**src/rtl/humidity_tick_conversion_assert.svh**
```systemverilog
// Assertion macros shared by the humidity conversion RTL.
`ifndef HUMIDITY_TICK_CONVERSION_ASSERT_SVH
`define HUMIDITY_TICK_CONVERSION_ASSERT_SVH

`ifndef SYNTHESIS

// Same-cycle implication, sampled on i_clk, off while i_rst_n is low.
`define HTC_ASSERT_HOLD(label, ante, cons, msg) \
    label: assert property (@(posedge i_clk) disable iff (!i_rst_n) (ante) |-> (cons)) \
        else $error(msg);

// Next-cycle implication, sampled on i_clk, off while i_rst_n is low.
`define HTC_ASSERT_NEXT(label, ante, cons, msg) \
    label: assert property (@(posedge i_clk) disable iff (!i_rst_n) (ante) |=> (cons)) \
        else $error(msg);

`else

`define HTC_ASSERT_HOLD(label, ante, cons, msg)
`define HTC_ASSERT_NEXT(label, ante, cons, msg)

`endif

`endif

```
**src/rtl/htc_pkg.sv**
```systemverilog
// Types, widths and constants of the humidity/temperature conversion pipeline.
`default_nettype none

package htc_pkg;

    // Port field widths
    localparam int REG_W     = 40;
    localparam int RH_W      = 12;
    localparam int TK_W      = 14;
    localparam int TC_W      = 16;
    localparam int HC_W      = 14;
    localparam int FLAG_W    = 2;
    localparam int CFG_IDX_W = 3;
    localparam int S_TDATA_W = 32;
    localparam int M_TDATA_W = 32;
    localparam int M_TUSER_W = 2;

    localparam int FRAC_BITS_DEF = 32;

    // Internal datapath widths, sized for any fraction width up to 40
    localparam int T_W    = 55;               // temperature, fixed point
    localparam int LSQ_W  = 53;               // lin_square * rh
    localparam int LIN_W  = 53;               // lin_linear * rh + lin_const
    localparam int F_W    = 53;               // compensation factor
    localparam int DT_W   = 56;               // T - 25
    localparam int RL_W   = 64;               // linearized / compensated humidity
    localparam int T100_W = 64;               // T * 100 + half
    localparam int RND_W  = 72;               // H * 100 + half, H * 10

    // Split of the DT x factor product into four partial products
    localparam int DL_W  = 28;
    localparam int FL_W  = 27;
    localparam int DH_W  = DT_W - DL_W;
    localparam int FH_W  = F_W - FL_W;
    localparam int PLL_W = DL_W + FL_W;
    localparam int PHH_W = DH_W + FH_W;
    localparam int PHL_W = DH_W + FL_W + 1;
    localparam int PLH_W = DL_W + 1 + FH_W;
    localparam int PS_W  = PHL_W + DL_W + 1;
    localparam int P_W   = DT_W + F_W;

    // Scale constants
    localparam int TEMP_BIAS_C = 25;
    localparam int PCT_MAX     = 100;
    localparam int CENTI       = 100;
    localparam int DECI        = 10;

    localparam logic [HC_W-1:0]        HCENT_MAX = 14'd10000;
    localparam logic [HC_W-1:0]        HCENT_MIN = 14'd10;
    localparam logic signed [TC_W-1:0] TCENT_MAX = 16'sh7FFF;
    localparam logic signed [TC_W-1:0] TCENT_MIN = 16'sh8000;
    localparam logic signed [RL_W-1:0] SAT_MAX   = {1'b0, {(RL_W-1){1'b1}}};
    localparam logic signed [RL_W-1:0] SAT_MIN   = {1'b1, {(RL_W-1){1'b0}}};

    // Clamp flag codes
    localparam logic [FLAG_W-1:0] FLAG_OK   = 2'd0;
    localparam logic [FLAG_W-1:0] FLAG_HIGH = 2'd1;
    localparam logic [FLAG_W-1:0] FLAG_LOW  = 2'd2;

    // Register indexes
    localparam logic [CFG_IDX_W-1:0] REG_TEMP_OFFSET = 3'd0;
    localparam logic [CFG_IDX_W-1:0] REG_TEMP_SLOPE  = 3'd1;
    localparam logic [CFG_IDX_W-1:0] REG_LIN_CONST   = 3'd2;
    localparam logic [CFG_IDX_W-1:0] REG_LIN_LINEAR  = 3'd3;
    localparam logic [CFG_IDX_W-1:0] REG_LIN_SQUARE  = 3'd4;
    localparam logic [CFG_IDX_W-1:0] REG_COMP_BASE   = 3'd5;
    localparam logic [CFG_IDX_W-1:0] REG_COMP_SLOPE  = 3'd6;

    typedef struct packed {
        logic signed [REG_W-1:0] temp_offset;
        logic signed [REG_W-1:0] temp_slope;
        logic signed [REG_W-1:0] lin_const;
        logic signed [REG_W-1:0] lin_linear;
        logic signed [REG_W-1:0] lin_square;
        logic signed [REG_W-1:0] comp_base;
        logic signed [REG_W-1:0] comp_slope;
    } t_coef;

    localparam t_coef COEF_RST = '{
        temp_offset: -40'sd172228188570,
        temp_slope:  40'sd42949673,
        lin_const:   -40'sd8790939061,
        lin_linear:  40'sd157625300,
        lin_square:  -40'sd6853,
        comp_base:   40'sd42949673,
        comp_slope:  40'sd343597
    };

    // Front end -> compensation multiplier
    typedef struct packed {
        logic signed [DT_W-1:0]   dt;
        logic signed [F_W-1:0]    factor;
        logic signed [RL_W-1:0]   rh_lin;
        logic signed [T100_W-1:0] t100;
    } t_front;

    // Compensation multiplier -> output stages
    typedef struct packed {
        logic signed [RL_W-1:0] comp;
        logic signed [RL_W-1:0] rh_lin;
        logic signed [TC_W-1:0] tcent;
    } t_mid;

endpackage

`default_nettype wire

```
**src/rtl/htc_cfg.sv**
```systemverilog
// Coefficient register file with write channel.
`default_nettype none
`include "humidity_tick_conversion_assert.svh"

module htc_cfg (
    input  logic                          i_clk,
    input  logic                          i_rst_n,
    input  logic                          i_cfg_valid,
    output logic                          o_cfg_ready,
    input  logic [htc_pkg::CFG_IDX_W-1:0] i_cfg_index,
    input  logic [htc_pkg::REG_W-1:0]     i_cfg_data,
    output htc_pkg::t_coef                o_coef
);
    import htc_pkg::*;

    t_coef r_coef;
    t_coef n_coef;

    assign o_cfg_ready = 1'b1;
    assign o_coef      = r_coef;

    always_comb begin
        n_coef = r_coef;
        if (i_cfg_valid) begin
            unique case (i_cfg_index)
                REG_TEMP_OFFSET: n_coef.temp_offset = i_cfg_data;
                REG_TEMP_SLOPE:  n_coef.temp_slope  = i_cfg_data;
                REG_LIN_CONST:   n_coef.lin_const   = i_cfg_data;
                REG_LIN_LINEAR:  n_coef.lin_linear  = i_cfg_data;
                REG_LIN_SQUARE:  n_coef.lin_square  = i_cfg_data;
                REG_COMP_BASE:   n_coef.comp_base   = i_cfg_data;
                REG_COMP_SLOPE:  n_coef.comp_slope  = i_cfg_data;
                default: ;  // drop writes past the last register
            endcase
        end
    end

    always_ff @(posedge i_clk) begin
        if (!i_rst_n) begin
            r_coef <= COEF_RST;
        end else begin
            r_coef <= n_coef;
        end
    end

    `HTC_ASSERT_NEXT(a_cfg_square_write, i_cfg_valid && o_cfg_ready && (i_cfg_index == REG_LIN_SQUARE), r_coef.lin_square == $past(i_cfg_data), "lin_square write not stored")
    `HTC_ASSERT_NEXT(a_cfg_bad_index, i_cfg_valid && (i_cfg_index > REG_COMP_SLOPE), $stable(r_coef), "write past last register changed a coefficient")

endmodule

`default_nettype wire

```
**config.mk**
```make
export PLATFORM = sky130hd
export DESIGN_NAME = htc_cfg
export DESIGN_NICKNAME = d
export VERILOG_FILES = /design/src/rtl/htc_pkg.sv /design/src/rtl/htc_cfg.sv
export VERILOG_INCLUDE_DIRS = /design/src /design/src/rtl
export SDC_FILE = /design/constraint.sdc
export NUM_CORES = 1
export LEC_CHECK = 0
export BUFFER_PORTS_ARGS = -buffer_cell sky130_fd_sc_hd__buf_4
export CAP_MARGIN = 0
export CORE_AREA = 2 2 179 181
export DETAILED_ROUTE_END_ITERATION = 10
export DIE_AREA = 0 0 181 183
export HOLD_SLACK_MARGIN = 0.1
export PLACE_DENSITY_LB_ADDON = 0.3
export RECOVER_POWER = 100
export SKIP_CTS_REPAIR_TIMING = 1
export SLEW_MARGIN = 25
export SYNTH_ARGS = -nofsm -noshare
export SYNTH_HDL_FRONTEND = slang
export SYNTH_SLANG_ARGS = --single-unit
```
**constraint.sdc**
```tcl
create_clock -name i_clk -period 1.6 [get_ports i_clk]
set_input_delay 0.08 -clock i_clk [delete_from_list [all_inputs] [get_ports i_clk]]
set_output_delay 0.08 -clock i_clk [all_outputs]
set_load 0.01 [all_outputs]
```
After elaboration in Yosys (flattened, before gate mapping) --
Cells that the tools add are included.
Operators by class: reductions and logical operators 8, equality and inequality tests 6
Operators with widths (count):
- $reduce_and A2 Y1 | 7
- $eq A3 B3 Y1 const B | 3
- $eq A3 B2 Y1 const B | 2
- $eq A3 B1 Y1 const B | 1
- $logic_not A3 Y1 | 1
Word-level totals: logic and storage cells 21, bits in registers 280, input port bits 46

Longest topological paths before layout --
Gate-level depths: netlist of run 1.
depth in word-level cells 2, depth in mapped cells 5, gate-level depth less buffers 2

Worst setup path before layout of run 1 --
Ideal clock, no wire load.
kind input to register, start input i_cfg_index[0] in the netlist's numbering, end register r_coef, in the netlist o_coef[269], path slack 478 ps, data arrival time 998 ps, stages 4, path through or4b_1 buf_6 buf_12 mux2i_1
Between the ends: cells in the longest elaborated chain, start to end 2
RTL lines:
- start, declared | line htc_cfg.sv:10 | input logic [htc_pkg::CFG_IDX_W-1:0] i_cfg_index,
- $logic_not A3 Y1 | line htc_cfg.sv:25 | unique case (i_cfg_index)
- $reduce_and A2 Y1 (no source line)
- end signal, assigned | line htc_cfg.sv:42 | r_coef <= n_coef;
- end, declared | line htc_cfg.sv:16 | t_coef r_coef;
Every way passes these cells. A chain may end at the register's enable or synchronous reset.

==> key figures, run 1 <==
Clocking
  • Num CTS Buffers: 30
  • CTS clock-pin slew for the worst setup and hold paths: 0.06 ns
  • H-Tree Depth: 1
  • Clock Sink Count: 280
  • Clk_lat worst skew: 0.55 ns
  • Clock Tree Root: clkbuf_16
  • Clock tree buffer depth: 3
  • CTS tree: yes

Worst hold path
  • Worst min path class: in -> reg

Routing
  • Drt wl/cell: 18.5 µm
  • First DRT Iteration DRCs: 352
  • DRC: 0
  • Routed vias: 8418
  • Routed wire length: 33600 µm
  • ANT nets after route: 0
  • DR pass1 iterations: 4
  • Routed vias/inst: 4.63

Floorplanning
  • Initial core utilization: 0.343
  • Die height: 183 µm
  • Core box area: 31200 µm²
  • Die Wd: 181 µm
  • Std cell rows: 65
  • I/O pin cnt: 327
  • Die outline area: 33100 µm²

Global route
  • Largest net degree at the start of global routing: 50
  • Global-route wire length before repair: 48000 µm
  • Vias in the first global route: 8082
  • GRT Overall Usage: 0.184
  • Initial antenna violation count: 0
  • Global route overflow: 0

Finish
  • Multi-input logic area: 4750 µm²
  • Layout cells sized above 1: 0.0890
  • N_diodes: 0
  • Max FFs per register: 280
  • Register area: 5610 µm²
  • Nets: 1441
  • Filler cells: 3175
  • Area Growth Syn to Fin: 33.8%

STA
  • Fmax: 0.643 GHz
  • Final worst-path cycle share: 0.972
  • Worst Clk Skew: 0 ns
  • Final Max Tran Viols: 0
  • Setup TNS: 0 ns
  • RSZ-0062 raised after global routing: false
  • Least-Margin Pin Slew: 1.10 ns
  • Slew HR: 0.268
  • # setup viols final: 0
  • Final Hold Fails: 0
  • Min Tclk post-route: 1.55 ns

Synth
  • Net Count, Synth: 1054
  • Synth Cell Area: 10700 µm²
  • Mapped Avg Cell Area: 10.6 µm²
  • #FFs+latches synth: 280
  • Post-Synthesis Cells: 1008
  • Most frequent cells after synthesis: dfxtp_1, mux2i_1, nand2_1
  • Top_reg_cell synth: dfxtp_1
  • Top cell type's share of synthesized area: 0.523
  • Yosys warns: 0
  • EDFF count, synth: 0
  • Synth area leader: dfxtp_1
  • Seq/Total Area, Yosys: 0.523
  • Synth async-reset ratio: 0
  • Synth area leaders: dfxtp_1, mux2i_1, nor2b_1, nand2_1, buf_2
  • Unique masters post-synth: 19

Flow run
  • Max-cap viol count: 0

Power and ir drop
  • Switching power: 0.00358 W
  • Int Pwr: 0.0119 W
  • Sw frac: 0.232
  • Worst VDD drop: 695 µV
  • Pwr per Cell Area: 1080 nW/µm²
  • Leakage: 6.36 nW
  • Sequential power share: 0.467
  • Clk pwr share: 0.454
  • Final Power: 0.0155 W
  • Comb power frac: 0.079

Worst setup path
  • Critical Path RT: 2.04 ns
  • Crit-path slowest cell: dlygate4sd3_1
  • CP Capture Type: flop
  • Critical path class: in -> reg
  • Worst Path Arrival: 2.00 ns
  • Crit-path cells: dlygate4sd3_1 -> clkbuf_4 -> nand2_1 -> dlygate4sd3_1 -> mux2i_1 -> dlygate4sd3_1
  • Startpoint types: input port
  • Crit-path most repeated cell: dlygate4sd3_1
  • Critical Path Fanout Max: 2
  • Slowest stage delay, CP: 0.56 ns

Placement
  • Number of port buffers: 325
  • Gpl congestion: 0.793
  • Post-DP HPWL: 22800 µm

Outcome
  • Status: finished clean
metrics by stage:
step | util | setup slack (ns) | cell area [µm²] | hold slack (ns) | cells
after floorplan | - | 0.478 | 10700 | 0.242 | 1008
after global placement | 0.440 | 0.341 | 13800 | 0.351 | 1695
after detailed placement | 0.440 | 0.327 | 13800 | 0.358 | 1695
after CTS | 0.473 | 0.337 | 14800 | -0.209 | 1748
after global routing | 0.459 | 0.0346 | 14300 | 0.0993 | 1818
final | 0.459 | 0.0453 | 14300 | 0.0692 | 1818
power groups by stage:
stage | combinational (W) | sequential, W | clock (W)
floorplan | 0.000548 | 0.00743 | 0
CTS | 0.00121 | 0.00722 | 0.00717
finish | 0.00122 | 0.00722 | 0.00701
detailed placement | 0.00121 | 0.00737 | 0
global placement | 0.00120 | 0.00737 | 0
global route | 0.00131 | 0.00723 | 0.00750
final cells by class:
class / instances / share of cell area
Sequential cell: 280 / 0.391
Clock inverter: 10 / 0.00741
Timing Repair Buffer: 431 / 0.173
Clock buffer: 43 / 0.0628
Multi-Input combinational cell: 652 / 0.331
Tap cell: 402 / 0.0351
worst paths after layout:
| path | start | to | slack (ns) | cells after the start |
|---|---|---|---|---|
| max | i_cfg_data[3] | o_coef[243] | 0.05 | 6 |
| min reg2reg | o_coef[33] | o_coef[33] | 0.46 | 2 |
| min | i_rst_n | o_coef[10] | 0.07 | 3 |
| max reg2reg | o_coef[100] | o_coef[100] | 0.46 | 3 |
kinds of logic (layout without fill, tap and decap cells):
group	Yosys count	after routing	share of synthesized area
buffers and inverters	76	484	0.0378
AND/OR/NAND/NOR	371	371	0.178
multiplexers	280	280	0.261
flip-flops	280	280	0.523
other	1	1	0.000350
cell usage in the layout, fill, tap and decap left out, types with 2 or more instances in the layout:
cell type / netlist / routed
nand4bb_4: 0 / 2
buf_4: 9 / 44
clkbuf_1: 34 / 294
nand4b_1: 3 / 3
dlygate4sd3_1: 0 / 69
mux2i_1: 280 / 280
clkbuf_2: 0 / 5
nand2_1: 189 / 189
bufinv_16: 0 / 2
nor2b_1: 170 / 170
clkinv_2: 0 / 6
buf_12: 1 / 13
clkbuf_4: 0 / 9
clkbuf_8: 0 / 8
dfxtp_1: 280 / 280
and4bb_2: 1 / 2
clkbuf_16: 0 / 31
critical path: cells and delay by family:
family	cells	cell delay [ns]
buffers and inverters	4	1.81
and+or+nand+nor	1	0.05
muxes	1	0.07
routing by layer:
metal | routed length (µm) | GRT usage
met1 | 14300 | 0.224
met2 | 15900 | 0.310
met3 | 2590 | 0.0612
met4 | 712 | 0.0514
met5 | 0 | 0
Power figures use the tool's default switching activity.
==> run 2, diff against run 1 <==
--- a/config.mk
+++ b/config.mk
@@ -6,11 +6,11 @@
 export SDC_FILE = /design/constraint.sdc
 export NUM_CORES = 1
 export LEC_CHECK = 0
-export BUFFER_PORTS_ARGS = -buffer_cell sky130_fd_sc_hd__buf_4
-export CAP_MARGIN = 0
-export CORE_AREA = 2 2 179 181
+export BUFFER_PORTS_ARGS = -buffer_cell sky130_fd_sc_hd__buf_2
+export CAP_MARGIN = 20
+export CORE_AREA = 2 2 213 152
 export DETAILED_ROUTE_END_ITERATION = 10
-export DIE_AREA = 0 0 181 183
+export DIE_AREA = 0 0 215 154
 export HOLD_SLACK_MARGIN = 0.1
 export PLACE_DENSITY_LB_ADDON = 0.3
 export RECOVER_POWER = 100
==> run 2 against run 1 <==
  * Final cell count shrank 0.66%
  * First-iteration DRC count increased by 53%
  * Power down 3.7%
  * Non-clock buffer count decreased by 28
  * Worst hold slack improved by 0.093 ns
  * Fmax up 8.6%
  * Global-route usage rose by 1.5 points
  * Critical endpoint is now o_coef[278]
  * Largest power group unchanged
==> key figures, run 2 (synthesized netlist as in run 1, its figures left out) <==
Finish
  • Most frequent cells in the layout: clkbuf_1, mux2i_1, dfxtp_1, nand2_1, nor2b_1
  • Layout cells sized above 1: 0.0896
  • Filler cells: 3096
  • Commonest non-fill, non-tap cell in the layout: clkbuf_1
  • Nets: 1412
  • Max FFs per register: 280
  • Area Growth Syn to Fin: 29.4%
  • Layout Cells excl Fill: 1806
  • Layout Utilization: 0.448

Worst hold path
  • Worst min path class: in -> reg
  • Hold endpoint: o_coef[113]
  • Min-Delay Path Depth: 4
  • HP Start: i_cfg_index[0]

STA
  • Fmax: 0.698 GHz
  • Final Hold Fails: 0
  • Least-Margin Pin Slew: 0.545 ns
  • Final Max Tran Viols: 0
  • Worst Clk Skew: 0 ns
  • Min Tclk post-route: 1.43 ns
  • RSZ-0062 raised after global routing: false
  • Slew HR: 0.637
  • # setup viols final: 0
  • Setup TNS: 0 ns
  • Final worst-path cycle share: 0.895
  • Final setup margin: 0.168 ns

Clocking
  • CTS tree: yes
  • Clock tree buffer depth: 3
  • Num CTS Buffers: 29
  • H-Tree Depth: 1
  • Clock Tree Root: clkbuf_16
  • CTS clock-pin slew for the worst setup and hold paths: 0.07 ns
  • Clk_lat worst skew: 0.54 ns
  • Clock Sink Count: 280

Power and ir drop
  • Final Power: 0.0149 W
  • Leakage: 6.14 nW
  • Worst VDD drop: 612 µV
  • Pwr per Cell Area: 1070 nW/µm²

Floorplanning
  • Die outline area: 33100 µm²
  • I/O pin cnt: 327
  • Die height: 154 µm
  • Std cell rows: 54
  • Die Wd: 215 µm
  • Core box area: 30900 µm²
  • Initial core utilization: 0.346

Worst setup path
  • Critical Path Fanout Max: 13
  • Critical Path RT: 2.01 ns
  • Worst R2R End: o_coef[14]
  • Worst r2r path cells: 3
  • CP Capture Type: flop
  • Startpoint types: input port
  • Critical path class: in -> reg
  • Reg2Reg Launch Point: o_coef[14]
  • Worst Path Arrival: 1.84 ns
  • Worst R2R Setup Slack: 0.47 ns

Routing
  • Routed wire length: 34400 µm
  • Drt wl/cell: 19.1 µm
  • ANT nets after route: 0
  • DRC: 0
  • Routed vias: 8342
  • DR pass1 iterations: 4
  • First DRT Iteration DRCs: 537
  • Routed vias/inst: 4.62

Global route
  • Vias in the first global route: 8145
  • Largest net degree at the start of global routing: 71
  • GRT Overall Usage: 0.198
  • Global-route wire length before repair: 50900 µm
  • Global route overflow: 0
  • Initial antenna violation count: 2

Placement
  • Gpl congestion: 0.819
  • Cells after DPL: 1709
  • Post-DP HPWL: 24100 µm
  • Pre-CTS WS: 0.244 ns
  • Number of port buffers: 325

Flow run
  • Max-cap viol count: 0

Outcome
  • Status: finished clean
## run 2: cell count changes in the layout (fill, tap and decap cells not counted), moves of 2 or more
| cell | change |
|---|---|
| clkbuf_2 | -2 |
| clkbuf_4 | -9 |
| clkbuf_1 | -7 |
| dlygate4sd3_1 | -23 |
| bufinv_16 | -2 |
| diode_2 | +2 |
| buf_12 | -4 |
| buf_4 | -25 |
| clkinv_2 | -3 |
| clkbuf_16 | -2 |
| buf_2 | +43 |
## run 2: cell type report
class	instances	area [µm²]	share of cell area
antenna	2	5.00	0.000361
clock buffer	42	855	0.0616
clock inverter	7	47.5	0.00343
timing repair buffer	403	2090	0.150
sequential	280	5610	0.404
tap	420	526	0.0379
multi-input combinational	652	4750	0.342
## run 2: per-layer routing
metal  part of all wire  track usage
met3              0.067       0.0584
met2               0.42        0.287
met1               0.50        0.285
met5                  0            0
met4              0.021       0.0539
## run 2: worst max-delay path: stages
cell and delay (ns):
clkbuf_2 0.20, dlygate4sd3_1 0.61, or4b_1 0.56, buf_4 0.24, mux2i_1 0.14
## run 2: power by group
part           leakage, nW  total, W  internal (W)  switching, W
Sequential            2.27   0.00721       0.00713     0.0000864
Clock                0.441   0.00650       0.00368       0.00282
Combinational         3.43   0.00117      0.000470      0.000697
## run 2: metrics by stage
stage                     cell area, µm²  hold slack [ns]
after floorplan                    10700            0.242
after global placement             12900            0.371
after detailed placement           12900            0.379
after CTS                          13800           -0.195
after global routing               13900            0.171
final                              13900            0.162
## run 2: worst max path at each step
stage,start,to,slack [ns],depth (start not counted)
global placement,i_cfg_index[1],o_coef[54],0.25,5
finish,i_cfg_index[0],o_coef[278],0.17,5
floorplan,i_cfg_index[0],o_coef[269],0.48,4
CTS,o_coef[14],o_coef[14],0.39,1
detailed placement,i_cfg_index[0],o_coef[278],0.24,4
global route,i_rst_n,o_coef[14],0.12,6
