$ cat config.mk
export PLATFORM = sky130hd
export DESIGN_NAME = htc_out
export DESIGN_NICKNAME = d
export VERILOG_FILES = /design/src/rtl/humidity_tick_conversion_assert.svh /design/src/rtl/htc_pkg.sv /design/src/rtl/htc_out.sv
export SDC_FILE = /design/constraint.sdc
export NUM_CORES = 1
export LEC_CHECK = 0
export ABC_CLOCK_PERIOD_IN_PS = 5820
export BUFFER_PORTS_ARGS = -buffer_cell sky130_fd_sc_hd__buf_4
export CAP_MARGIN = 15
export CORE_MARGIN = 3
export CORE_UTILIZATION = 62
export CTS_CLUSTER_SIZE = 25
export DETAILED_ROUTE_END_ITERATION = 10
export PLACE_DENSITY_LB_ADDON = 0.15
export SYNTH_ARGS = -nofsm -noshare
export SYNTH_HDL_FRONTEND = slang
export SYNTH_SLANG_ARGS = --single-unit
$ cat constraint.sdc
create_clock -name i_clk -period 5.82 [get_ports i_clk]
set_clock_uncertainty 0.1 [all_clocks]
set_input_delay 0.291 -clock i_clk [delete_from_list [all_inputs] [get_ports i_clk]]
set_output_delay 0.291 -clock i_clk [all_outputs]
set_load 0.05 [all_outputs]
$ cat src/rtl/humidity_tick_conversion_assert.svh
// Assertion macros shared by the humidity conversion RTL.
`ifndef HUMIDITY_TICK_CONVERSION_ASSERT_SVH
`define HUMIDITY_TICK_CONVERSION_ASSERT_SVH

`ifndef SYNTHESIS

// Same-cycle implication, sampled on i_clk, off while i_rst_n is low.
`define HTC_ASSERT_HOLD(label, ante, cons, msg) \
    label: assert property (@(posedge i_clk) disable iff (!i_rst_n) (ante) |-> (cons)) \
        else $error(msg);

// Next-cycle implication, sampled on i_clk, off while i_rst_n is low.
`define HTC_ASSERT_NEXT(label, ante, cons, msg) \
    label: assert property (@(posedge i_clk) disable iff (!i_rst_n) (ante) |=> (cons)) \
        else $error(msg);

`else

`define HTC_ASSERT_HOLD(label, ante, cons, msg)
`define HTC_ASSERT_NEXT(label, ante, cons, msg)

`endif

`endif

$ cat src/rtl/htc_pkg.sv
// Types, widths and constants of the humidity/temperature conversion pipeline.
`default_nettype none

package htc_pkg;

    // Port field widths
    localparam int REG_W     = 40;
    localparam int RH_W      = 12;
    localparam int TK_W      = 14;
    localparam int TC_W      = 16;
    localparam int HC_W      = 14;
    localparam int FLAG_W    = 2;
    localparam int CFG_IDX_W = 3;
    localparam int S_TDATA_W = 32;
    localparam int M_TDATA_W = 32;
    localparam int M_TUSER_W = 2;

    localparam int FRAC_BITS_DEF = 32;

    // Internal datapath widths, sized for any fraction width up to 40
    localparam int T_W    = 55;               // temperature, fixed point
    localparam int LSQ_W  = 53;               // lin_square * rh
    localparam int LIN_W  = 53;               // lin_linear * rh + lin_const
    localparam int F_W    = 53;               // compensation factor
    localparam int DT_W   = 56;               // T - 25
    localparam int RL_W   = 64;               // linearized / compensated humidity
    localparam int T100_W = 64;               // T * 100 + half
    localparam int RND_W  = 72;               // H * 100 + half, H * 10

    // Split of the DT x factor product into four partial products
    localparam int DL_W  = 28;
    localparam int FL_W  = 27;
    localparam int DH_W  = DT_W - DL_W;
    localparam int FH_W  = F_W - FL_W;
    localparam int PLL_W = DL_W + FL_W;
    localparam int PHH_W = DH_W + FH_W;
    localparam int PHL_W = DH_W + FL_W + 1;
    localparam int PLH_W = DL_W + 1 + FH_W;
    localparam int PS_W  = PHL_W + DL_W + 1;
    localparam int P_W   = DT_W + F_W;

    // Scale constants
    localparam int TEMP_BIAS_C = 25;
    localparam int PCT_MAX     = 100;
    localparam int CENTI       = 100;
    localparam int DECI        = 10;

    localparam logic [HC_W-1:0]        HCENT_MAX = 14'd10000;
    localparam logic [HC_W-1:0]        HCENT_MIN = 14'd10;
    localparam logic signed [TC_W-1:0] TCENT_MAX = 16'sh7FFF;
    localparam logic signed [TC_W-1:0] TCENT_MIN = 16'sh8000;
    localparam logic signed [RL_W-1:0] SAT_MAX   = {1'b0, {(RL_W-1){1'b1}}};
    localparam logic signed [RL_W-1:0] SAT_MIN   = {1'b1, {(RL_W-1){1'b0}}};

    // Clamp flag codes
    localparam logic [FLAG_W-1:0] FLAG_OK   = 2'd0;
    localparam logic [FLAG_W-1:0] FLAG_HIGH = 2'd1;
    localparam logic [FLAG_W-1:0] FLAG_LOW  = 2'd2;

    // Register indexes
    localparam logic [CFG_IDX_W-1:0] REG_TEMP_OFFSET = 3'd0;
    localparam logic [CFG_IDX_W-1:0] REG_TEMP_SLOPE  = 3'd1;
    localparam logic [CFG_IDX_W-1:0] REG_LIN_CONST   = 3'd2;
    localparam logic [CFG_IDX_W-1:0] REG_LIN_LINEAR  = 3'd3;
    localparam logic [CFG_IDX_W-1:0] REG_LIN_SQUARE  = 3'd4;
    localparam logic [CFG_IDX_W-1:0] REG_COMP_BASE   = 3'd5;
    localparam logic [CFG_IDX_W-1:0] REG_COMP_SLOPE  = 3'd6;

    typedef struct packed {
        logic signed [REG_W-1:0] temp_offset;
        logic signed [REG_W-1:0] temp_slope;
        logic signed [REG_W-1:0] lin_const;
        logic signed [REG_W-1:0] lin_linear;
        logic signed [REG_W-1:0] lin_square;
        logic signed [REG_W-1:0] comp_base;
        logic signed [REG_W-1:0] comp_slope;
    } t_coef;

    localparam t_coef COEF_RST = '{
        temp_offset: -40'sd172228188570,
        temp_slope:  40'sd42949673,
        lin_const:   -40'sd8790939061,
        lin_linear:  40'sd157625300,
        lin_square:  -40'sd6853,
        comp_base:   40'sd42949673,
        comp_slope:  40'sd343597
    };

    // Front end -> compensation multiplier
    typedef struct packed {
        logic signed [DT_W-1:0]   dt;
        logic signed [F_W-1:0]    factor;
        logic signed [RL_W-1:0]   rh_lin;
        logic signed [T100_W-1:0] t100;
    } t_front;

    // Compensation multiplier -> output stages
    typedef struct packed {
        logic signed [RL_W-1:0] comp;
        logic signed [RL_W-1:0] rh_lin;
        logic signed [TC_W-1:0] tcent;
    } t_mid;

endpackage

`default_nettype wire

$ cat src/rtl/htc_out.sv
// Output stages: compensated humidity, clamp decision, rounding, output register.
`default_nettype none

module htc_out #(
    parameter int FRAC_BITS = htc_pkg::FRAC_BITS_DEF
) (
    input  logic                              i_clk,
    input  logic                              i_rst_n,
    input  logic                              i_vld,
    output logic                              o_rdy,
    input  htc_pkg::t_mid                     i_data,
    output logic                              o_vld,
    input  logic                              i_rdy,
    output logic signed [htc_pkg::TC_W-1:0]   o_tcent,
    output logic [htc_pkg::HC_W-1:0]          o_hcent,
    output logic [htc_pkg::FLAG_W-1:0]        o_flag
);
    import htc_pkg::*;

    localparam int NS    = 3;
    localparam int SUM_W = RL_W + 1;
    localparam logic signed [RL_W-1:0]  HUNDRED = RL_W'(PCT_MAX) <<< FRAC_BITS;
    localparam logic signed [RND_W-1:0] ONE_K   = RND_W'(1) <<< FRAC_BITS;
    localparam logic signed [RND_W-1:0] HALF    = RND_W'(1) <<< (FRAC_BITS - 1);
    localparam logic signed [RND_W-1:0] TEN_K   = RND_W'(DECI);
    localparam logic signed [RND_W-1:0] CENTI_K = RND_W'(CENTI);

    logic [NS-1:0] r_vld;
    logic [NS:0]   w_rdy;

    always_comb begin
        w_rdy[NS] = i_rdy;
        for (int k = NS - 1; k >= 0; k--) begin
            w_rdy[k] = !r_vld[k] || w_rdy[k+1];
        end
    end

    always_ff @(posedge i_clk) begin
        if (!i_rst_n) begin
            r_vld <= '0;
        end else begin
            if (w_rdy[0]) begin
                r_vld[0] <= i_vld;
            end
            for (int k = 1; k < NS; k++) begin
                if (w_rdy[k]) begin
                    r_vld[k] <= r_vld[k-1];
                end
            end
        end
    end

    assign o_rdy = w_rdy[0];
    assign o_vld = r_vld[NS-1];

    // Stage 8: saturating add of compensation and linearized humidity
    logic signed [SUM_W-1:0] w_sum;
    logic signed [RL_W-1:0]  n8_h, r8_h;
    logic signed [TC_W-1:0]  r8_tcent;

    assign w_sum = SUM_W'(i_data.comp) + SUM_W'(i_data.rh_lin);

    always_comb begin
        if (w_sum[SUM_W-1] == w_sum[RL_W-1]) begin
            n8_h = w_sum[RL_W-1:0];
        end else if (w_sum[SUM_W-1]) begin
            n8_h = SAT_MIN;
        end else begin
            n8_h = SAT_MAX;
        end
    end

    // Stage 9: range compares and rounded hundredths
    logic signed [RND_W-1:0] w_h10;
    logic signed [RND_W-1:0] w_rnd;
    logic                    n9_gt, r9_gt;
    logic                    n9_lo, r9_lo;
    logic [HC_W-1:0]         n9_hc, r9_hc;
    logic signed [TC_W-1:0]  r9_tcent;

    assign w_h10 = RND_W'(r8_h) * TEN_K;
    assign w_rnd = RND_W'(r8_h) * CENTI_K + HALF;
    assign n9_gt = r8_h > HUNDRED;
    assign n9_lo = r8_h[RL_W-1] || (w_h10 < ONE_K);
    assign n9_hc = w_rnd[FRAC_BITS +: HC_W];

    // Stage 10: output register
    logic [HC_W-1:0]        n10_hc,   r10_hc;
    logic [FLAG_W-1:0]      n10_flag, r10_flag;
    logic signed [TC_W-1:0] r10_tcent;

    always_comb begin
        priority if (r9_gt) begin
            n10_hc   = HCENT_MAX;
            n10_flag = FLAG_HIGH;
        end else if (r9_lo) begin
            n10_hc   = HCENT_MIN;
            n10_flag = FLAG_LOW;
        end else begin
            n10_hc   = r9_hc;
            n10_flag = FLAG_OK;
        end
    end

    always_ff @(posedge i_clk) begin
        if (w_rdy[0]) begin
            r8_h     <= n8_h;
            r8_tcent <= i_data.tcent;
        end
        if (w_rdy[1]) begin
            r9_gt    <= n9_gt;
            r9_lo    <= n9_lo;
            r9_hc    <= n9_hc;
            r9_tcent <= r8_tcent;
        end
        if (w_rdy[2]) begin
            r10_hc    <= n10_hc;
            r10_flag  <= n10_flag;
            r10_tcent <= r9_tcent;
        end
    end

    assign o_tcent = r10_tcent;
    assign o_hcent = r10_hc;
    assign o_flag  = r10_flag;

endmodule

`default_nettype wire

Word-level counts from Yosys, hierarchy flattened:

Cells that the tools add are included.

* add/subtract/negate cells: 2
* multiply operators: 2
* $lt $le $gt $ge: 2
* eq/ne operators: 1
* mux-type cells: 4
* reduce and logical (&&, ||, !) cells: 8

Operators by type and width (count)
* 64-bit two-way mux: 2
* 69-bit by 34-bit less-than comparator with 1-bit output (second input constant): 1
* 64-bit by 4-bit multiplier with 68-bit output (second input constant): 1
* 64-bit by 64-bit adder with 65-bit output: 1
* 64-bit by 40-bit greater-than comparator with 1-bit output (second input constant): 1
* 64-bit by 6-bit multiplier with 44-bit output (second input constant): 1
* 46-bit by 33-bit adder with 46-bit output (second input constant): 1
* 14-bit two-way mux: 1
* 1-bit logical OR: 4
* 1-bit zero test: 3
* 2-bit two-way mux: 1
* 2-bit OR reduction: 1
* 1-bit == test: 1

* register bits after elaboration: 147
* input bits: 148
* word-level logic and storage cells: 32

Depth between registers and ports, before layout:

Gate-level depths: netlist (run 1).

* word-level depth: 4
* mapped depth: 21
* mapped depth without buffers: 21

Least setup slack after synthesis (run 1):

OpenSTA, ideal clock, no wires.

* path type: reg2reg
* from: register r8_h[9]
* to: register r9_hc[13] (data pin)
* library setup time: 0.260 ns
* data arrival time: 4.486 ns
* path slack: 0.974 ns
* cell stages (with the launch flop): 21
* path buffers: 0
* clock period less this slack: 4.846 ns
* cells stage by stage: edfxtp_1 > ha_1 > inv_1 > fa_1 > inv_1 > ha_1 > ha_1 > a21oi_1 > o21ai_0 > a221oi_1 > a21oi_1 > nor2_1 > o221a_2 > xnor2_1 > ha_1 > and2_1 > nand4b_1 > or3_4 > maj3_2 > o221ai_2 > xnor2_1

* cells in the longest elaborated chain, start to end: 2

RTL lines
* from (decl): line htc_out.sv:58 `logic signed [RL_W-1:0] n8_h, r8_h;`
* from (signal assigned): line htc_out.sv:107 `r8_h <= n8_h;`
* 64-bit by 6-bit multiplier with 44-bit output: line htc_out.sv:82 `assign w_rnd = RND_W'(r8_h) * CENTI_K + HALF;`
* 46-bit by 33-bit adder with 46-bit output: line htc_out.sv:82
* net w_rnd[45]: line htc_out.sv:75 `logic signed [RND_W-1:0] w_rnd;`
* to (signal assigned): line htc_out.sv:113 `r9_hc <= n9_hc;`
* to (decl): line htc_out.sv:78 `logic [HC_W-1:0] n9_hc, r9_hc;`

The timed path passes the listed nets, and every way through them passes these cells.
A chain may end at the register's enable or synchronous reset.

Worst setup path in the final report (run 1):

* from: register r8_h[11]
* to: register r9_hc[13] (data pin)

Same word-level chain as after synthesis.

==> impl_metrics.toml, run 1 <==
[critical_path]
start_kind = "flip-flop"
end_kind = "flip-flop"
cp.arrival_ns = 5.57
path_max_fanout = 6
required_ns = 5.89
crit_type = "flip-flop to flip-flop"

[logic_synthesis]
ys.flop_type = "edfxtp_1"
synthXorXnorAreaFrac_pct = 5.24
synth_mux_area_share_pct = 0.346
synth_enable_flop_cells = 144
synthCells = 2011
ys.warnings.count = 0
synth_simple_gate_area_share_pct = 14.4
ys_seq_elements = 147
avgSynthCellArea_um2 = 8.81
synth-compound-area-share_pct = 21.2
synth-seq-area-share_pct = 24.8
yosys.area_share.adder_pct = 27.4
async_reset_ff_share_pct = 0
syn_nets = 2523
syn-cell-area_mm2 = 0.0177
synthDistinctLibCells = 92
synth_top_family_by_area = "adder cells"

[clock_network]
clockBufferDepth = 2
cts_htree_levels = 4
cts_sinks = 147
clk_latency_ns = 0.43
cts_tree = "yes"
path_clk_slew_ns = 0.07
cts-root-buf = "clkbuf_16"
cts_buffers = 17

[sta]
max_slew_margin_pct = 46.3
worstMarginPinSlew_ns = 0.805
period_minus_slack_ns = 5.50
rsz0062_at_grt = "false"
final_hold_viol_count = 0
maxSlewViolCount = 0
setup_tns_ns = 0
finalSetupViolCount = 0
fin_crit_sh_pct = 94.4
max_freq_mhz = 182

[route]
wl_mm = 45.2
drt-initial-drc-count = 1274
drc = 0
wl_per_cell_um = 17.6
drtPass1Iterations = 5
routed_via_density = 6.06
ant_nets = 0
vias = 15568

[layout]
nNetsFinal = 2689
antenna_cells = 0
final_common_cell = "ha_1"
finalNonFillerCells = 2568
syn_to_final_growth_pct = 13.9
layout_common_cells = "ha_1 (325), inv_1 (234), a21oi_1 (221)"
fin_area_mm2 = 0.0202
drive_above_1_share_pct = 12.1
utilization_pct = 72.2

[placed_design]
portBuffers = 181
dp.cells = 2513
dp_hpwl_mm = 37.0
place_area_mm2 = 0.0193
globalplace.congestion = 0.999

[grt]
use_met3_pct = 4.80
grt_pass1_vias = 15297
grt_start_max_net_pins = 64
gr-total-overflow = 0
globalRouteTotalUtil_pct = 29.3
grt_pass1_wl_mm = 74.3
busiest_layer = "met2"
met2_usage_pct = 47.5
grtUsageMet1_pct = 40.5
grt_antenna_before_repair = 0

[outcome]
outcome = "completed"

[floorplanning]
die_height_um = 175
die_w_um = 175
rows = 61
io_pins = 182
die_area_mm2 = 0.0306
core_region_area_mm2 = 0.0279
start_util_pct = 63.4

[flow_run]
drv_cap = 0

[worst_hold_path]
hold_class = "input port to flip-flop"
-- state kept, by name, indices dropped and copies added, names as in the netlist --
register,flops
r9_hc,14
r9_gt,1
r9_lo,1
r9_tcent,16
o_hcent,14
r8_h,64
r_vld,3
o_tcent,16
o_flag,2
r8_tcent,16
-- synth_stat cells, types with 12 or more instances --
library cell,count,area (µm²)
o21bai_1,22,165
and4_1,12,105
nand3_1,52,260
o211ai_1,15,113
edfxtp_1,144,4320
o31ai_1,12,90.1
nor2b_1,14,87.6
a31oi_1,13,81.3
inv_1,234,878
a211oi_1,12,90.1
xor2_1,40,350
xnor2_1,66,578
and2_1,21,131
a21oi_1,221,1110
o21a_1,14,105
nor3_1,29,145
and3_1,15,93.8
ha_1,325,4070
nand2b_1,20,125
fa_1,39,781
o21ai_0,103,515
a21o_1,83,623
nand4_1,57,357
nor2_1,105,394
clkbuf_1,60,225
nand2_1,119,447
-- kinds of logic (layout without fill, tap and decap cells) --
| group | Yosys count | count (layout) |
|---|---|---|
| compound gates | 591 | 591 |
| simple gates | 498 | 498 |
| fa+ha+maj | 365 | 365 |
| buf+inv | 298 | 477 |
| flops | 147 | 147 |
| xor+xnor | 106 | 106 |
| mux | 6 | 6 |
-- path summary, 6_finish.rpt --
| kind | startpoint | end | slack, ns | cells after the start |
|---|---|---|---|---|
| setup / recovery | r8_h[11] | r9_hc[13] | 0.32 | 20 |
| hold / removal | i_vld | r_vld[0] | 0.02 | 3 |
| setup reg to reg | r8_h[11] | r9_hc[13] | 0.32 | 20 |
| hold reg to reg | r8_tcent[15] | r9_tcent[15] | 0.31 | 0 |
-- worst max-delay path, stage by stage (launching register included) --
cell	delay, ns
edfxtp_1	0.48
ha_1	0.33
inv_1	0.05
fa_1	0.49
inv_1	0.04
ha_1	0.28
ha_1	0.37
a21oi_1	0.24
o21bai_1	0.10
a221oi_1	0.35
a21oi_1	0.14
nor2_2	0.18
o221a_2	0.21
xnor2_1	0.17
ha_1	0.25
and2_1	0.21
nand4b_1	0.23
or3_4	0.41
maj3_2	0.32
o221ai_2	0.18
xnor2_1	0.10
-- per-layer routing --
metal / up-vias / wire, µm
met1: 7194 / 20500
met3: 81 / 3220
li1: 7674 / -
met4: 0 / 1120
met2: 619 / 20300
met5: - / 0
-- final cells by class --
cell class	count	area [µm²]
tap	378	473
sequential	147	4380
clock buffer	17	425
inverter	234	878
multi-input combinational	1566	12200
timing repair buffer	211	1650
fill	2159	7750
clock inverter	15	178
-- per-stage QoR --
stage | setup slack (ns) | hold WS, ns
4_1_cts | 0.333 | 0.00384
2_1_floorplan | 0.974 | 0.290
3_5_place_dp | 0.368 | 0.305
3_3_place_gp | 0.539 | 0.300
6_report | 0.323 | 0.0178
5_1_grt | 0.0291 | 0.0173
-- repair_timing --
item | in CTS | in global routing
endpoints found under the setup margin | 0 | 1
endpoints found under the hold margin | 18 | 0
buffers inserted | 0 | 5
hold buffers | 17 | 0
resized for setup | 0 | 2
Power of run 1 is left out: the tool's default activity adds up to more than one toggle a clock period on the data nets, which glitch-free logic cannot reach.
==> inputs of run 2 (changes only) <==
ABC_AREA = 1   (was unset)
CELL_PAD_IN_SITES_DETAIL_PLACEMENT = 0   (was unset)
CELL_PAD_IN_SITES_GLOBAL_PLACEMENT = 1   (was unset)
CORE_UTILIZATION = 45   (was 62)
==> impl_metrics.toml, run 2 <==
[clock_network]
post_cts_buffers = 0
clockBufferDepth = 2
cts_htree_levels = 4
clk_latency_ns = 0.44
path_clk_slew_ns = 0.08
cts_buffers = 17
cts_sinks = 147
cts_tree = "yes"
cts_hold_buffers = 18
cts_resized = 0
cts-root-buf = "clkbuf_16"

[layout]
regMostFlops = "r8_h"
nNetsFinal = 3800
largest_reg_flops = 64
fin_area_mm2 = 0.0234
drive_above_1_share_pct = 7.36
layout_common_cells = "nand2_1 (881), inv_1 (570), nor2_1 (341)"
syn_to_final_growth_pct = 13.6
final_common_cell = "nand2_1"
finalNonFillerCells = 3893
antenna_cells = 0

[grt]
grt_start_max_net_pins = 65
globalRouteTotalUtil_pct = 27.5
grt_pass1_vias = 20044
grt_antenna_before_repair = 0
grt_pass1_wl_mm = 104
gr-total-overflow = 0

[flow_run]
drv_cap = 0

[logic_synthesis]
syn_nets = 3591
synth_area_leaders = "edfxtp_1 (21%), ha_1 (20%), nand2_1 (16%), inv_1 (10%), nor2_1 (6.2%)"
synthTopCellsByCount = "nand2_1 (882), inv_1 (570), nor2_1 (341), ha_1 (325), a21oi_1 (211)"
synth_enable_flop_cells = 144
ys.warnings.count = 0
synth-seq-area-share_pct = 21.3
syn-cell-area_mm2 = 0.0206
ys_seq_elements = 147
async_reset_ff_share_pct = 0
synth_top_area_share_pct = 21.0
ys.flop_type = "edfxtp_1"
yosysTopAreaCell = "edfxtp_1"
yosysMostFrequentCell = "nand2_1"
synthCells = 3079
avgSynthCellArea_um2 = 6.69
synthDistinctLibCells = 46

[critical_path]
path_max_fanout = 6
end_kind = "flip-flop"
cp.arrival_ns = 4.93
crit_type = "flip-flop to flip-flop"
required_ns = 5.92
start_kind = "flip-flop"

[floorplanning]
rows = 77
start_util_pct = 46.1
die_height_um = 220
die_w_um = 220
io_pins = 182
die_area_mm2 = 0.0484
core_region_area_mm2 = 0.0447

[sta]
period_minus_slack_ns = 4.83
worst_slack_ns = 0.992
setup_tns_ns = 0
fin_crit_sh_pct = 83.0
max_freq_mhz = 207
final_hold_viol_count = 0
maxSlewViolCount = 0
worstMarginPinSlew_ns = 0.895
rsz0062_at_grt = "false"
max_slew_margin_pct = 40.3
finalSetupViolCount = 0

[route]
ant_nets = 0
wl_met3_mm = 3.11
vias = 20343
routed.top_layer = "met4"
wl_per_cell_um = 17.2
routed_via_density = 5.23
dr_wl_met2_mm = 30.8
drt-initial-drc-count = 1319
wl_mm = 66.8
drtPass1Iterations = 5
drc = 0
met1_length_mm = 30.5

[outcome]
outcome = "completed"

[placed_design]
portBuffers = 181
dp_hpwl_mm = 57.7
dp.cells = 3843
place_area_mm2 = 0.0226
globalplace.congestion = 1.02
place_ws_ns = 1.08

[worst_hold_path]
hold_class = "input port to flip-flop"
## run 2: path summary, 6_finish.rpt
check	start	end	slack [ns]	depth (start not counted)
worst min-delay path	i_data[80]	r8_h[0]	0.15	4
worst min register to register	r9_tcent[3]	o_tcent[3]	0.31	0
worst max-delay path	r8_h[2]	r9_hc[13]	0.99	22
worst max register to register	r8_h[2]	r9_hc[13]	0.99	22
## run 2: layout make-up
type                            instances  area (µm²)
Clock buffer                           17         425
Clock inverter                         15         175
Fill cell                            4641       21300
Inverter                              571        2140
Multi-Input combinational cell       2349       14000
Sequential cell                       147        4380
Tap cell                              592         741
Timing Repair Buffer                  202        1560
## run 2: per-layer routing
layer  up-vias  global-route usage, %
met5         -                      0
met4         0                   9.64
met3       110                   2.36
met2       549                   46.4
met1      9314                   36.9
li1      10370                      -
## run 2: logic make-up after synthesis
| group | share of synthesized area (%) |
|---|---|
| AO/OA/AOI/OAI | 11.8 |
| flip-flops | 21.3 |
| adder cells (fa/ha/maj) | 23.5 |
| AND/OR/NAND/NOR | 29.1 |
| XOR/XNOR | 3.39 |
| buffers and inverters | 10.9 |
## run 2: through the flow
stage | util, % | hold WS [ns]
2_1_floorplan | - | 0.290
3_3_place_gp | 50.7 | 0.300
3_5_place_dp | 50.7 | 0.305
4_1_cts | 52.4 | 0.136
5_1_grt | 52.4 | 0.158
6_report | 52.4 | 0.150
## run 2: worst max-delay path, cell delays in order (launching register included)
cell and delay (ns):
edfxtp_1 0.51, ha_1 0.32, inv_1 0.05, fa_1 0.49, inv_1 0.04, ha_1 0.26
nand4_1 0.29, o21bai_2 0.47, nand3_1 0.14, nand2_1 0.23, nand2_1 0.09, nand2_1 0.09
nand2_1 0.06, nand2_1 0.14, xor2_2 0.20, ha_1 0.21, nand3_1 0.10, nor2_2 0.24
nand3_1 0.19, nor2_2 0.20, nand2_1 0.07, nand2_1 0.06, nand2_1 0.04
Power of run 2 is left out for the same reason.
==> inputs of run 3 (changes only) <==
ABC_AREA = 0   (was 1)
ABC_CLOCK_PERIOD_IN_PS = 4400   (was 5820)
CORE_UTILIZATION = 42   (was 45)
clock period = 4.4 ns   (was 5.82 ns; I/O delays follow)
==> impl_metrics.toml, run 3 (synthesized netlist as in run 1, its figures left out) <==
[floorplanning]
die_height_um = 211
start_util_pct = 43.0
core_region_area_mm2 = 0.0412
die_w_um = 211
rows = 74
die_area_mm2 = 0.0447
io_pins = 182

[sta]
worst_slack_ns = -0.577
worstMarginPinSlew_ns = 0.894
final_hold_viol_count = 0
max_freq_mhz = 201
period_minus_slack_ns = 4.98
max_slew_margin_pct = 40.0
finalSetupViolCount = 7
rsz0062_at_grt = "true"
maxSlewViolCount = 0
fin_crit_sh_pct = 113

[layout]
antenna_cells = 0
layout_common_cells = "buf_4 (450), ha_1 (266), inv_1 (213)"
regMostFlops = "r8_h"
final_common_cell = "buf_4"
finalNonFillerCells = 2995
drive_above_1_share_pct = 27.9
n_fill_cell = 3700
largest_reg_flops = 64
nNetsFinal = 2962
syn_to_final_growth_pct = 33.8

[clock_network]
clockBufferDepth = 2
path_clk_slew_ns = 0.07
cts_sinks = 147
clk_latency_ns = 0.48
cts_htree_levels = 4
cts_buffers = 17
cts_tree = "yes"
cts-root-buf = "clkbuf_16"

[grt]
grt_antenna_before_repair = 1
grt_start_max_net_pins = 65
gr-total-overflow = 0
grt_pass1_wl_mm = 85.4
grt_pass1_vias = 16481
globalRouteTotalUtil_pct = 24.2

[critical_path]
cp_common_cell = "ha_1"
slowest_delay_ns = 0.46
crit_type = "flip-flop to flip-flop"
regToRegStartpoint = "r8_h[5]"
path_cells = "inv_2 -> ha_1 -> fa_1 -> ha_1 -> ha_1 -> nor2b_2 -> o31a_1 -> o211a_1 -> o211a_4 -> o21ai_2 -> or3b_1 -> nand4b_1 -> or3_4 -> maj3_2 -> o221ai_2 -> xnor2_1"
end_kind = "flip-flop"
reg2reg_to = "r9_hc[13]"
rrSetupSlack_ns = -0.58
start_kind = "flip-flop"
required_ns = 4.51
worstRegToRegCells = 16
cp.arrival_ns = 5.09
critPathSlowestCell = "fa_1"
path_max_fanout = 3

[route]
wl_per_cell_um = 18.4
drt-initial-drc-count = 809
wl_mm = 55.0
dr_wl_met2_mm = 26.6
vias = 16510
drtPass1Iterations = 5
ant_nets = 0
met1_length_mm = 24.9
wl_met3_mm = 2.17
routed_via_density = 5.51
routed.top_layer = "met5"
drc = 0

[worst_hold_path]
hold_class = "input port to flip-flop"
min_delay_worst_endpoint = "r_vld[2]"
hold_depth = 3
hold_start = "i_rdy"

[outcome]
outcome = "finished, violations left"
failed_checks = "negative setup slack"

[flow_run]
drv_cap = 0

[placed_design]
dp_hpwl_mm = 45.7
portBuffers = 181
globalplace.congestion = 0.948
dp.cells = 2921
run 3: metrics by stage:
stage	setup TNS (ns)	area (µm²)	utilization, %	hold WS [ns]	worst slack [ns]
detailed placement	-3.25	21900	53.2	0.299	-0.720
global placement	-2.87	21900	53.2	0.298	-0.657
global route	-3.50	23700	57.5	0.0228	-0.827
finish	-1.82	23700	57.5	0.0413	-0.577
floorplan	-0.319	18200	-	0.219	-0.319
CTS	-1.99	23000	55.9	0.00450	-0.573
run 3: worst max path at each step:
stage	startpoint	to	slack (ns)	cells after the start
after floorplan	r8_h[22]	r9_hc[13]	-0.32	18
after global placement	r8_h[31]	r9_hc[13]	-0.66	17
after detailed placement	r8_h[3]	r9_hc[13]	-0.72	17
after CTS	r8_h[3]	r9_hc[13]	-0.57	17
after global routing	r8_h[21]	r9_hc[13]	-0.83	18
final	r8_h[5]	r9_hc[13]	-0.58	16
run 3: layout make-up:
| cell class | count | area [µm²] | area share, % |
|---|---|---|---|
| inverters | 234 | 878 | 3.71 |
| flip-flops and latches | 147 | 4380 | 18.5 |
| clock buffers | 17 | 425 | 1.79 |
| well taps | 532 | 666 | 2.81 |
| repair buffers | 484 | 3770 | 15.9 |
| multi-input cells | 1566 | 13400 | 56.4 |
| clock inverters | 15 | 201 | 0.850 |
run 3: what timing repair did:
item / 4_1_cts / 5_1_grt
hold buffers: 18 / 0
hold endpoints to repair: 19 / 0
pin swaps: 37 / 69
setup buffers: 8 / 21
setup endpoints to repair: 11 / 11
resized for setup: 51 / 100
run 3: per-layer routing:
metal | global-route usage [%] | up-vias
li1 | - | 8219
met1 | 31.6 | 7872
met2 | 41.4 | 336
met3 | 3.79 | 81
met4 | 7.30 | 2
met5 | 0 | -
run 3: critical path: cells and delay by family, from the launching register on:
kind / cells / cell delay [ns]
XOR/XNOR: 1 / 0.08
AND/OR/NAND/NOR: 4 / 1.21
AO/OA/AOI/OAI: 5 / 1.16
flip-flops: 1 / 0.44
adder cells (fa/ha/maj): 5 / 1.64
buffers and inverters: 1 / 0.08
Power of run 3 is left out for the same reason.
